<file path="config.mk">
export PLATFORM = sky130hd
export DESIGN_NAME = lca_ram
export DESIGN_NICKNAME = d
export VERILOG_FILES = /design/src/rtl/core/lca_pkg.sv /design/src/rtl/core/lca_ram.sv
export SDC_FILE = /design/constraint.sdc
export NUM_CORES = 2
export LEC_CHECK = 0
export BUFFER_PORTS_ARGS = -buffer_cell sky130_fd_sc_hd__clkbuf_2
export CELL_PAD_IN_SITES_DETAIL_PLACEMENT = 0
export CELL_PAD_IN_SITES_GLOBAL_PLACEMENT = 1
export CORE_UTILIZATION = 30
export DETAILED_ROUTE_END_ITERATION = 6
export GPL_TIMING_DRIVEN = 0
export PLACE_DENSITY_LB_ADDON = 0.1
export SYNTH_ARGS = -nofsm -noshare
export SYNTH_HDL_FRONTEND = slang
export SYNTH_SLANG_ARGS = --single-unit
export TNS_END_PERCENT = 100
</file>
<file path="constraint.sdc">
create_clock -name clk_i -period 6.5 [get_ports clk_i]
set_input_delay 0.325 -clock clk_i [delete_from_list [all_inputs] [get_ports clk_i]]
set_output_delay 0.325 -clock clk_i [all_outputs]
set_load 0.05 [all_outputs]
</file>
<file path="src/rtl/core/lca_pkg.sv">
// Shared constants, types and codes of the life-like cellular automaton block.
package lca_pkg;

  // Fixed field widths of the stream items.
  localparam int ROW_W    = 64;
  localparam int IDX_W    = 6;
  localparam int TDATA_W  = 72;
  localparam int GRID_CAP = 64;

  // Configuration registers.
  localparam int RULE_W    = 18;
  localparam int DIM_W     = 7;
  localparam int CFG_IDX_W = 2;

  localparam logic [CFG_IDX_W-1:0] REG_RULE   = 2'd0;
  localparam logic [CFG_IDX_W-1:0] REG_WIDTH  = 2'd1;
  localparam logic [CFG_IDX_W-1:0] REG_HEIGHT = 2'd2;

  localparam logic [RULE_W-1:0] RULE_RESET   = 18'd144;
  localparam logic [DIM_W-1:0]  WIDTH_RESET  = 7'd64;
  localparam logic [DIM_W-1:0]  HEIGHT_RESET = 7'd64;

  // Default sizes of the grid storage.
  localparam int DEF_MAX_WIDTH  = 64;
  localparam int DEF_MAX_HEIGHT = 64;

  // Neighbour count 0..8.
  localparam int NBR_CNT_W = 4;

  // Input item kinds carried in tuser.
  localparam logic OP_LOAD = 1'b0;
  localparam logic OP_STEP = 1'b1;

  // Per-count cell action taken from the rule register.
  typedef enum logic [1:0] {
    ACT_CLEAR  = 2'd0,
    ACT_KEEP   = 2'd1,
    ACT_SET    = 2'd2,
    ACT_INVERT = 2'd3
  } act_e;

endpackage

</file>
<file path="src/rtl/core/lca_ram.sv">
// Generic single-write, single-read RAM with registered read data.
module lca_ram #(
  parameter int WIDTH = lca_pkg::ROW_W,
  parameter int DEPTH = lca_pkg::GRID_CAP,
  localparam int AW   = (DEPTH > 1) ? $clog2(DEPTH) : 1
) (
  input  logic             clk_i,
  input  logic             we_i,
  input  logic [AW-1:0]    waddr_i,
  input  logic [WIDTH-1:0] wdata_i,
  input  logic             re_i,
  input  logic [AW-1:0]    raddr_i,
  output logic [WIDTH-1:0] rdata_o
);

  logic [WIDTH-1:0] mem_q [DEPTH];
  logic [WIDTH-1:0] rdata_q;

  always_ff @(posedge clk_i) begin
    if (we_i) begin
      mem_q[waddr_i] <= wdata_i;
    end
    if (re_i) begin
      rdata_q <= mem_q[raddr_i];
    end
  end

  assign rdata_o = rdata_q;

endmodule

</file>
== Word level (Yosys, flattened, before mapping) ==
Memory sizes are Yosys's and may differ from the RTL's. A register that Yosys moved wholly into a read port is not among the register bits.
Cells that the tools add are included.
Word-level totals
  bits in registers: 0
  bits in writable memories: 4096
  bits of input ports: 79
  memories: 1
Operators by class
  muxes and demuxes: 2
Memory list
  mem_q: words 64, width 64, rd ports 1, clocked after memory_dff 1, write ports 1, line lca_ram.sv:16  | logic [WIDTH-1:0] mem_q [DEPTH];
Operators with widths (count)
  $mux 1: 2

== Depth between registers and ports, before layout ==
  depth in word-level cells: 2
  gate-level depth with buffers: 9

== Least setup slack after synthesis ==
Ideal clock, no wire load.
  kind: input-to-reg
  start point: input port waddr_i[3]
  end point: memory mem_q[48][0] (netlist bit) (enable)
  data arrival time: 5.197 ns
  data required time: 5.936 ns
  path slack: 0.739 ns
  cell stages on the path: 4
  path buffers: 1
  cells stage by stage: clkbuf_1 nor2b_1 nand4b_1 nor3_1
RTL lines
  start: declaration: line lca_ram.sv:9  | input logic [AW-1:0] waddr_i,
  end: declaration: line lca_ram.sv:16
Straight into the memory's write port.

==> impl_metrics.tcl <==
set metrics [dict create \
    synthTopCellsByArea "edfxtp_1 80%, mux4_2 15%, mux2i_1 0.86%, a22oi_1 0.80%, buf_2 0.54%" \
    setup-tns-final_ps 0 \
    first_pass_iters 5 \
    core_sq_mm 0.521 \
    start_util_pct 30.1 \
    num_vias 75400 \
    slew_violations 11 \
    dp_cells 13900 \
    syn-mean-instance-area_sq_um 23.8 \
    power_mw 58.3 \
    grt_pass1_wl_microns 700000 \
    rsz0062_at_grt "no" \
    drc_errors 0 \
    ys_warn_count 0 \
    antenna_found_initial 62 \
    p_sw_share_pct 22.6 \
    dr_wl_met2_microns 250000 \
    grt_overflow 0 \
    area_growth_syn_to_layout_pct 19.4 \
    endpoint_kind "register" \
    clkLatencyLatePin_ps 1020 \
    drt-initial-drc-count 7573 \
    clk_pin_slew_worst_paths_ps 60 \
    slew_headroom_pct -14.3 \
    async_flop_share_pct 0 \
    critPathMaxFanout 10 \
    status "complete, but fails checks" \
    ys.flop_type "edfxtp_1" \
    wl_met3_microns 24600 \
    synth_cell_types 32 \
    synth-edff-count 4160 \
    fin_nets 7599 \
    r2r_slack_ps 3280 \
    pwr-share-seq_pct 51.2 \
    hold_class "in -> reg" \
    start_kind "input port" \
    setup_viol 0 \
    path_class "in -> reg" \
    gr-usage-all-layers_pct 19.4 \
    hpwl_microns 354000 \
    drt-met1-wl_microns 231000 \
    htreeDepth 5 \
    drive_above_1_share_pct 30.0 \
    yosys.area.top_type "edfxtp_1" \
    worstMarginPinSlew_ps 1720 \
    seq_area_frac_synth_pct 79.6 \
    power.leakage_nw 57.9 \
    period_share_pct 69.3 \
    combinationalPowerShare_pct 5.7 \
    fp-row-count 265 \
    fmax_mhz 222 \
    synthCells 6598 \
    crit_arrival_ps 5170 \
    violations "max-capacitance violations, max-slew violations" \
    cts-root-buf "clkbuf_16" \
    gp_congestion 0.744 \
    p_per_area_mw_per_mm2 311 \
    synth_nets 6677 \
    pin_count 143 \
    fin_crit_ps 4510 \
    numPortBuffers 134 \
    fillCellCount 47600 \
    final_cells 14900 \
    grt_max_degree 65 \
    syn_area_sq_mm 0.157 \
    detail-route-antenna-nets 0 \
    power_frac_clock_pct 43.2 \
    dieArea_sq_mm 0.526 \
    yosysMostFrequentCell "edfxtp_1" \
    vdd_ir_drop_max_mv 0.231 \
    clock_skew_ps 40.2 \
    ys_ff_latch 4160 \
    synth_top_area_share_pct 79.6 \
    routedWlPerCell_microns 34.8 \
    wirelength_microns 518000 \
    cts-buffers-inserted 462 \
    cp.required_ps 7160 \
    via_per_inst 5.07 \
    final-hold-violation-count 0 \
    netlist_top_cells_count "4160 x edfxtp_1, 1024 x mux4_2, 170 x buf_2, 168 x a22oi_1, 140 x clkbuf_1" \
    highest_layer "met5" \
    tritoncts "done" \
    ctsLongestPathBuffers 4 \
    fp.dieH_microns 725 \
    numClockSinks 4160 \
    grt_pass1_vias 79000 \
    max-cap-violations 5 \
    p_switching_mw 13.2 \
    internal_power_mw 45.1 \
    die_w_microns 725 \
]
[through the flow]
stage / utilization, % / setup WS [ps] / instance area, sq um / hold slack [ps]
6_report: 36.0 / 1990 / 188000 / 111
5_1_grt: 36.0 / 2070 / 187000 / 123
4_1_cts: 35.8 / 1980 / 187000 / 50.4
3_5_place_dp: 33.1 / 868 / 172000 / 813
3_3_place_gp: 31.9 / -7750 / 166000 / 894
2_1_floorplan: - / 739 / 157000 / 424
[state kept, by name (all words and copies together), names as in the netlist]
signal	flops
mem_q	4096
rdata_o	64
[worst paths after layout]
kind / depth (start not counted) / end / startpoint
worst max-delay path: 9 / rdata_o[6]$_DFFE_PP_ / raddr_i[2]
worst min-delay path: 1 / mem_q[30][38]$_DFFE_PP_ / wdata_i[38]
worst max register to register: 5 / rdata_o[59]$_DFFE_PP_ / mem_q[47][59]$_DFFE_PP_
worst min register to register: 4 / rdata_o[10]$_DFFE_PP_ / mem_q[36][10]$_DFFE_PP_
[layout by cell type (no fill, tap or decap), drive strengths merged, types with 18 or more instances in the layout]
cell type    instances
a211oi              63
a22o                88
a22oi              168
a2bb2oi             19
a31oi               18
a41oi               26
and3                64
buf                546
bufinv              29
clkbuf             809
clkinv             224
diode               18
dlygate4sd3         46
edfxtp            4160
inv                 30
mux2i              135
mux4              1024
nand2               58
nand3               45
nor2               112
nor2b               28
o221ai              38
o22ai               83
or2                 28
or3                 29
[layer usage]
| metal | global-route usage, % | vias up |
|---|---|---|
| li1 | - | 30500 |
| met4 | 4.34 | 6 |
| met5 | 0 | - |
| met3 | 2.70 | 556 |
| met1 | 27.3 | 42200 |
| met2 | 32.0 | 2048 |
[critical path, stage by stage]
cell and delay [ps]:
buf_2 330, buf_4 390, buf_2 620, buf_2 780
buf_4 390, mux2i_1 110, o22ai_1 830, a31oi_1 370
a211oi_1 900
[power by group through the flow]
| stage | Sequential, mW | Combinational [mW] | Clock, mW |
|---|---|---|---|
| after floorplan | 30.5 | 1.38 | 0 |
| after global placement | 30.4 | 3.21 | 0 |
| after detailed placement | 30.4 | 3.33 | 0 |
| after CTS | 29.8 | 3.34 | 25.8 |
| after global routing | 29.8 | 3.50 | 26.7 |
| final | 29.8 | 3.31 | 25.2 |
[final cells by class]
cell class / instances / area [sq um] / area share (%)
clock inverter: 270 / 2130 / 1.13
inverter: 19 / 71.3 / 0.0380
antenna: 18 / 45.0 / 0.0240
tap: 6942 / 8690 / 4.63
sequential: 4160 / 125000 / 66.6
clock buffer: 573 / 12200 / 6.50
multi-input combinational: 2049 / 30800 / 16.4
buffer: 370 / 1790 / 0.952
timing repair buffer: 458 / 6880 / 3.67
[kinds of logic after synthesis]
kind of cell	after synthesis	share of synthesized area, %
compound gates	504	2.47
buf+inv	389	1.18
flops	4160	79.6
mux	1159	15.6
simple gates	386	1.23
[what timing repair did]
item,CTS,global route
buffers inserted,0,0
hold buffers,8,38
resized for setup,0,0
endpoints found under the hold margin,228,1866
Power figures use the tool's default switching activity.
