**src/rtl/core/lca_pkg.sv**
```systemverilog
// Shared constants, types and codes of the life-like cellular automaton block.
package lca_pkg;

  // Fixed field widths of the stream items.
  localparam int ROW_W    = 64;
  localparam int IDX_W    = 6;
  localparam int TDATA_W  = 72;
  localparam int GRID_CAP = 64;

  // Configuration registers.
  localparam int RULE_W    = 18;
  localparam int DIM_W     = 7;
  localparam int CFG_IDX_W = 2;

  localparam logic [CFG_IDX_W-1:0] REG_RULE   = 2'd0;
  localparam logic [CFG_IDX_W-1:0] REG_WIDTH  = 2'd1;
  localparam logic [CFG_IDX_W-1:0] REG_HEIGHT = 2'd2;

  localparam logic [RULE_W-1:0] RULE_RESET   = 18'd144;
  localparam logic [DIM_W-1:0]  WIDTH_RESET  = 7'd64;
  localparam logic [DIM_W-1:0]  HEIGHT_RESET = 7'd64;

  // Default sizes of the grid storage.
  localparam int DEF_MAX_WIDTH  = 64;
  localparam int DEF_MAX_HEIGHT = 64;

  // Neighbour count 0..8.
  localparam int NBR_CNT_W = 4;

  // Input item kinds carried in tuser.
  localparam logic OP_LOAD = 1'b0;
  localparam logic OP_STEP = 1'b1;

  // Per-count cell action taken from the rule register.
  typedef enum logic [1:0] {
    ACT_CLEAR  = 2'd0,
    ACT_KEEP   = 2'd1,
    ACT_SET    = 2'd2,
    ACT_INVERT = 2'd3
  } act_e;

endpackage

```
**src/rtl/core/lca_lane.sv**
```systemverilog
// One cell lane: counts the eight neighbours and applies the rule action.
module lca_lane (
  input  logic [7:0]                nbr_i,
  input  logic                      self_i,
  input  logic [lca_pkg::RULE_W-1:0] rule_i,
  output logic                      next_o
);
  import lca_pkg::*;

  logic [NBR_CNT_W-1:0] cnt;
  logic [RULE_W-1:0]    rule_sh;
  act_e                 act;

  always_comb begin
    cnt = '0;
    for (int k = 0; k < 8; k++) begin
      cnt = cnt + NBR_CNT_W'(nbr_i[k]);
    end
  end

  assign rule_sh = rule_i >> {cnt, 1'b0};
  assign act     = act_e'(rule_sh[1:0]);

  always_comb begin
    case (act)
      ACT_CLEAR:  next_o = 1'b0;
      ACT_KEEP:   next_o = self_i;
      ACT_SET:    next_o = 1'b1;
      ACT_INVERT: next_o = ~self_i;
      default:    next_o = 1'b0;
    endcase
  end

endmodule

```
**src/rtl/core/lca_row_engine.sv**
```systemverilog
// Row engine: one lane per column with horizontal wrap, merged into the new row.
module lca_row_engine #(
  parameter int MAX_WIDTH = lca_pkg::DEF_MAX_WIDTH
) (
  input  logic [MAX_WIDTH-1:0]       above_i,
  input  logic [MAX_WIDTH-1:0]       cur_i,
  input  logic [MAX_WIDTH-1:0]       below_i,
  input  logic [MAX_WIDTH-1:0]       mask_i,
  input  logic [lca_pkg::DIM_W-1:0]  width_i,
  input  logic [lca_pkg::RULE_W-1:0] rule_i,
  output logic [MAX_WIDTH-1:0]       next_o
);
  import lca_pkg::*;

  localparam int WIDX = (MAX_WIDTH > 1) ? $clog2(MAX_WIDTH) : 1;

  logic [DIM_W-1:0]     w_last;
  logic [WIDX-1:0]      last_col;
  logic                 above_last;
  logic                 cur_last;
  logic                 below_last;
  logic [MAX_WIDTH-1:0] lane_bits;

  assign w_last     = width_i - DIM_W'(1);
  assign last_col   = w_last[WIDX-1:0];
  assign above_last = above_i[last_col];
  assign cur_last   = cur_i[last_col];
  assign below_last = below_i[last_col];

  for (genvar x = 0; x < MAX_WIDTH; x++) begin : g_lane
    logic       al, cl, bl;
    logic       ar, cr, br;
    logic [7:0] nbr;

    // Left neighbour wraps to the last column in use.
    if (x == 0) begin : g_left_wrap
      assign al = above_last;
      assign cl = cur_last;
      assign bl = below_last;
    end else begin : g_left
      assign al = above_i[x-1];
      assign cl = cur_i[x-1];
      assign bl = below_i[x-1];
    end

    // Right neighbour wraps to column zero on the last column in use.
    if (x == MAX_WIDTH - 1) begin : g_right_wrap
      assign ar = above_i[0];
      assign cr = cur_i[0];
      assign br = below_i[0];
    end else begin : g_right
      logic at_end;
      assign at_end = (last_col == WIDX'(x));
      assign ar = at_end ? above_i[0] : above_i[x+1];
      assign cr = at_end ? cur_i[0]   : cur_i[x+1];
      assign br = at_end ? below_i[0] : below_i[x+1];
    end

    assign nbr = {al, above_i[x], ar, cl, cr, bl, below_i[x], br};

    lca_lane u_lane (
      .nbr_i  (nbr),
      .self_i (cur_i[x]),
      .rule_i (rule_i),
      .next_o (lane_bits[x])
    );
  end

  // Merge the lanes into one row; columns beyond the width read as dead.
  assign next_o = lane_bits & mask_i;

endmodule
```
**config.mk**
```make
export PLATFORM = sky130hd
export DESIGN_NAME = lca_row_engine
export DESIGN_NICKNAME = d
export VERILOG_FILES = /design/src/rtl/core/lca_pkg.sv /design/src/rtl/core/lca_lane.sv /design/src/rtl/core/lca_row_engine.sv
export SDC_FILE = /design/constraint.sdc
export NUM_CORES = 1
export LEC_CHECK = 0
export ABC_CLOCK_PERIOD_IN_PS = 15500
export BUFFER_PORTS_ARGS = -buffer_cell sky130_fd_sc_hd__buf_2
export CAP_MARGIN = 30
export CELL_PAD_IN_SITES_DETAIL_PLACEMENT = 1
export CELL_PAD_IN_SITES_GLOBAL_PLACEMENT = 1
export CORE_UTILIZATION = 52
export DETAILED_ROUTE_END_ITERATION = 7
export PLACE_DENSITY = 0.95
export SLEW_MARGIN = 0
export SYNTH_ARGS = -nofsm -noshare
export SYNTH_HDL_FRONTEND = slang
export SYNTH_SLANG_ARGS = --single-unit
```
**constraint.sdc**
```tcl
create_clock -name vclk -period 15.5
set_clock_uncertainty 0.15 [all_clocks]
set_input_delay 1.55 -clock vclk [all_inputs]
set_output_delay 1.55 -clock vclk [all_outputs]
set_load 0.005 [all_outputs]
```
* Yosys cells after proc, flatten, opt, wreduce, memory -nomap -nowiden
Cells that the tools add are included.
Word-level totals: word-level logic and storage cells 1157, input bits 281, bits in registers 0
Cells by class: bitwise logic cells 65, $add $sub $neg 449, reductions and logical operators 65, $lt $le $gt $ge 1, shifts and indexed selects 64, muxes and demuxes 259, equal/unequal tests 254
Operator list (count):
- 4-bit by 1-bit adder with 4-bit output | 384
- 18-bit by 5-bit >> shifter with 2-bit output | 64
- 2-bit equality test, second input constant | 128
- 1-bit one-hot mux with 4 select lines | 64
- 1-bit 2-to-1 mux | 192
- 6-bit equality test, second input constant | 31
- 1-bit by 1-bit adder with 2-bit output | 64
- 2-bit by 1-bit equality test with 1-bit output, second input constant | 64
- 2-bit logical NOT | 64
- 6-bit by 5-bit equality test with 1-bit output, second input constant | 16
- 64-bit bitwise AND | 1
- 1-bit inverter | 64
- 6-bit by 4-bit equality test with 1-bit output, second input constant | 8
- 6-bit by 3-bit equality test with 1-bit output, second input constant | 4
- 1-bit binary-select mux with 6-bit select | 3
- 6-bit by 2-bit equality test with 1-bit output, second input constant | 2
- 6-bit by 7-bit < comparator with 1-bit output, second input constant | 1
- 6-bit by 1-bit equality test with 1-bit output, second input constant | 1
- 6-bit logical NOT | 1
- 6-bit by 1-bit subtractor with 6-bit output, second input constant | 1

* Longest topological paths before layout
depth in word-level cells 14, depth in mapped cells 27, gate-level depth less buffers 21

* Modules after synthesis
A second synthesis with hierarchy kept.
Unflattened totals: cells, all modules 3179, area, all modules 28632.5 um2
Modules (own cells, without submodules):
- lca_lane (g_lane[0].u_lane ...) | area an instance 360.3 um2, instances 50, seq. area each 0.0 um2, cells each 40
- lca_lane (g_lane[55].u_lane ...) | area an instance 387.9 um2, instances 14, seq. area each 0.0 um2, cells each 40
- lca_row_engine | area an instance 5185.0 um2, instances 1, seq. area each 0.0 um2, cells each 619

* Least setup slack after synthesis
No wires, ideal clock.
path kind input to output, start input port width_i[0] in the netlist's numbering, end output port next_o[0], stages 23, arrival 7289 ps, buffers on the path 5, slack 6511 ps, cell sequence buf_6 -> buf_4 -> buf_6 -> buf_2 -> inv_1 -> ha_1 -> xor2_2 -> nor3_4 -> buf_4 -> nand2_1 -> nor2_1 -> mux2i_1 -> ha_1 -> fa_1 -> inv_1 -> fa_1 -> fa_1 -> fa_1 -> mux4_2 -> mux2_2 -> a31oi_1 -> xnor2_1 -> and2_1
Between the ends: cells in the longest elaborated chain, start to end 14
RTL lines:
- from (decl) | line lca_row_engine.sv:9 | input logic [lca_pkg::DIM_W-1:0] width_i,
- 6-bit by 1-bit subtractor with 6-bit output (*) | line lca_row_engine.sv:24 | assign w_last = width_i - DIM_W'(1);
- branches (longest 8 deep; another with 4-bit by 1-bit adder with 4-bit output)
- 4-bit by 1-bit adder with 4-bit output (*) | line lca_lane.sv:17 | cnt = cnt + NBR_CNT_W'(nbr_i[k]);
- 18-bit by 5-bit >> shifter with 2-bit output (*) | line lca_lane.sv:21 | assign rule_sh = rule_i >> {cnt, 1'b0};
- 2-bit equality test, or another cell as far along | line lca_lane.sv:25 | case (act)
- 1-bit one-hot mux with 4 select lines (*) | line lca_lane.sv:25
- 64-bit bitwise AND (*) | line lca_row_engine.sv:70 | assign next_o = lane_bits & mask_i;
- to (decl) | line lca_row_engine.sv:11 | output logic [MAX_WIDTH-1:0] next_o
Mark *: on every way between the ends. The select of a mux whose other input is x is not followed.

* Worst setup path after layout
start input port width_i[0] in the netlist's numbering, end output port next_o[48]
Between the ends: cells in the longest elaborated chain, start to end 14
RTL lines:
- 6-bit by 1-bit subtractor with 6-bit output (*) | line lca_row_engine.sv:24
- 6-bit equality test (*) | line lca_row_engine.sv:53 | assign at_end = (last_col == WIDX'(x));
- 1-bit 2-to-1 mux | line lca_row_engine.sv:56 | assign br = at_end ? below_i[0] : below_i[x+1];
- 1-bit by 1-bit adder with 2-bit output | line lca_lane.sv:17
- 4-bit by 1-bit adder with 4-bit output (3 in series) | line lca_lane.sv:17
- 4-bit by 1-bit adder with 4-bit output (*) (3 in series) | line lca_lane.sv:17
- 18-bit by 5-bit >> shifter with 2-bit output (*) | line lca_lane.sv:21
- 2-bit equality test, or another cell as far along | line lca_lane.sv:25
- 1-bit one-hot mux with 4 select lines (*) | line lca_lane.sv:25
- 64-bit bitwise AND (*) | line lca_row_engine.sv:70
Mark *: on every way between the ends. The rest lies on a longest branch, timed or not.

==> metrics.txt <==
outcome finished clean; Buf+Inv Stages, Crit Path 5; CP arrival 8.95 ns; syn_area_per_cell 9.779 um^2; Final Routed Wirelength 119200 um; Post-CTS Setup Bufs 0; fin crit share between 60 and 70%; Seq/Total Area, Yosys 0%; num rows 80; most frequent cells in the layout inv_1, buf_2, mux4_2, mux2i_1, fa_1; post-synthesis mux area share 38.86%; CP max FO 25; number of routed nets with antenna violations 0; Detailed Routing Iterations Pass 1 8; final hold vios 0; setup TNS 0 ns; clock buffer count 0; Min Clock Period, post-route roughly 11 ns; main combinational cell family by area after synthesis multiplexers; DP HPWL 83540 um; cts hold-fix bufs 0; share of layout cells above drive strength 1 27.78%; initial antenna violation count 31; max-cap violation count 0; Yosys cell types 45; wire length per cell ~35 um; Die Height 223.8 um; Area contributors post-synth mux4_2, fa_1, mux2i_1, ha_1, inv_1; Syn Std Cell Area 25570 um^2; post-synthesis cell count about 2600; commonest non-fill, non-tap cell in the layout inv_1; xor/xnor share of the synthesized area 4.643%; Initial Util 53.11%; Post-Synth Simple-Gate Area 9.531%; Syn Nets approximately 3300; fin. max-slew vios 0; path type of the worst min-delay path input port to output port; count of input and output buffers between 300 and 400; Die Wd roughly 220 um; FF+latch count 0; Resized cells post-CTS 0; Adder-Cell Fraction of Synth Area 29.63%; unrepaired setup endpoints after global routing false; dpl cells 3389; first-pass GRT wire length 172200 um; DRT iter0 DRCs 3992; most frequent CP cell fa_1; fin cells between 3000 and 4000; Synth Warn # 0; Least-Margin Pin Slew 1.174 ns; Die Area around 50000 um^2; Net count, final 3474; crit path capture type output port; Slowest-stage cell, CP xnor2_1; area share of the largest cell type after synthesis 26.77%; endpoints failing setup 0; Max Freq 93.91 MHz; post-synthesis compound-gate area fraction 6.870%; Residual DRC 0; GPL Wtd Cong approximately 1.0; Via density about 7.5; area leader, netlist mux4_2; Critical Path, Cell by Cell buf_4 -> inv_1 -> ha_2 -> xor2_2 -> nor3_4 -> buf_4 -> nand2_1 -> nor2_2 -> mux2i_1 -> ha_1 -> inv_1 -> fa_1 -> fa_1 -> fa_1 -> fa_1 -> mux4_2 -> mux2i_1 -> o21ai_0 -> xnor2_1 -> and2_1 -> buf_2; Register Area 0 um^2; Overflow after GRT 0; pin count of the biggest net entering global routing between 60 and 70; Critical Path Max Stage Delay between 0.8 and 0.9 ns; I/O pins 345; GRT Total Usage 46.20%; Core Box Area 48150 um^2; Slew HR 21.75%; Setup crit start kind input port; Layout area overhead 7.261%; CP Data Required Time 13.80 ns; critical path class input port to output port; Vias 25760; number of global-route vias before repair 28800; CP top delay family adder cells
## tightest hold or removal path, cell delays in order
cell	delay, ns
buf_2	0.07
and2_1	0.10
buf_2	0.10
## stage by stage
| stage | worst slack, ns | area, um^2 | hold slack (ns) | utilization, % |
|---|---|---|---|---|
| 6_report | 4.852 | 27430 | 3.216 | 56.97 |
| 3_5_place_dp | 5.253 | 27270 | 3.218 | 56.65 |
| 2_1_floorplan | 6.511 | 25570 | 3.060 | - |
| 5_1_grt | 4.846 | 27400 | 3.226 | 56.92 |
| 3_3_place_gp | 5.594 | 27260 | 3.218 | 56.62 |
| 4_1_cts | 5.254 | 27270 | 3.218 | 56.65 |
## worst paths after layout
path                    from          to  slack [ns]  cells after the start
hold / removal    mask_i[35]  next_o[35]        3.22                      3
setup / recovery  width_i[0]  next_o[48]        4.85                     21
## synthesized netlist by cell type, types with 2 or more instances
master,number
xor2_2,2
nor3_1,37
ha_1,196
a31oi_1,30
nor2_4,11
buf_4,11
a221oi_1,2
nand2_4,2
o21ai_0,100
a211oi_1,34
buf_1,2
mux4_2,304
fa_1,256
clkbuf_1,207
nor2b_1,64
nor3_4,2
xor2_1,69
and3_1,30
xnor2_1,61
nor2_2,29
or3_1,5
mux2_2,31
a22o_1,4
nand2_2,7
inv_1,448
nand2b_1,4
o22ai_1,2
a221oi_2,2
nand3_1,31
buf_2,14
a22oi_1,16
nand2_1,50
nor2_1,56
and2_1,64
nor3_2,2
a21oi_1,114
mux2i_1,274
buf_6,5
o21ai_1,2
nand4_1,30
## per-layer routing
| layer | wire (um) | GRT usage, % | share of wire, % | vias up |
|---|---|---|---|---|
| li1 | - | - | - | 9469 |
| met1 | 36490 | 51.94 | 31 | 12470 |
| met2 | 51350 | 69.90 | 43 | 2739 |
| met3 | 19520 | 18.52 | 16 | 1058 |
| met4 | 11720 | 36.52 | 9.8 | 18 |
| met5 | 126 | 0 | 0.11 | - |
## logic make-up (layout without fill, tap and decap cells)
logic type | count (synthesis) | count (layout)
buffers and inverters | 687 | 811
multiplexers | 609 | 609
adder cells (fa/ha/maj) | 452 | 452
AND/OR/NAND/NOR | 427 | 427
AO/OA/AOI/OAI | 307 | 307
XOR/XNOR | 133 | 133
other | 0 | 20
## final cells by class
class,instances,area (um^2)
antenna,20,50.05
fill,5374,20720
inverter,448,1682
multi-input combinational,1928,22900
tap,656,820.8
timing repair buffer,363,1977
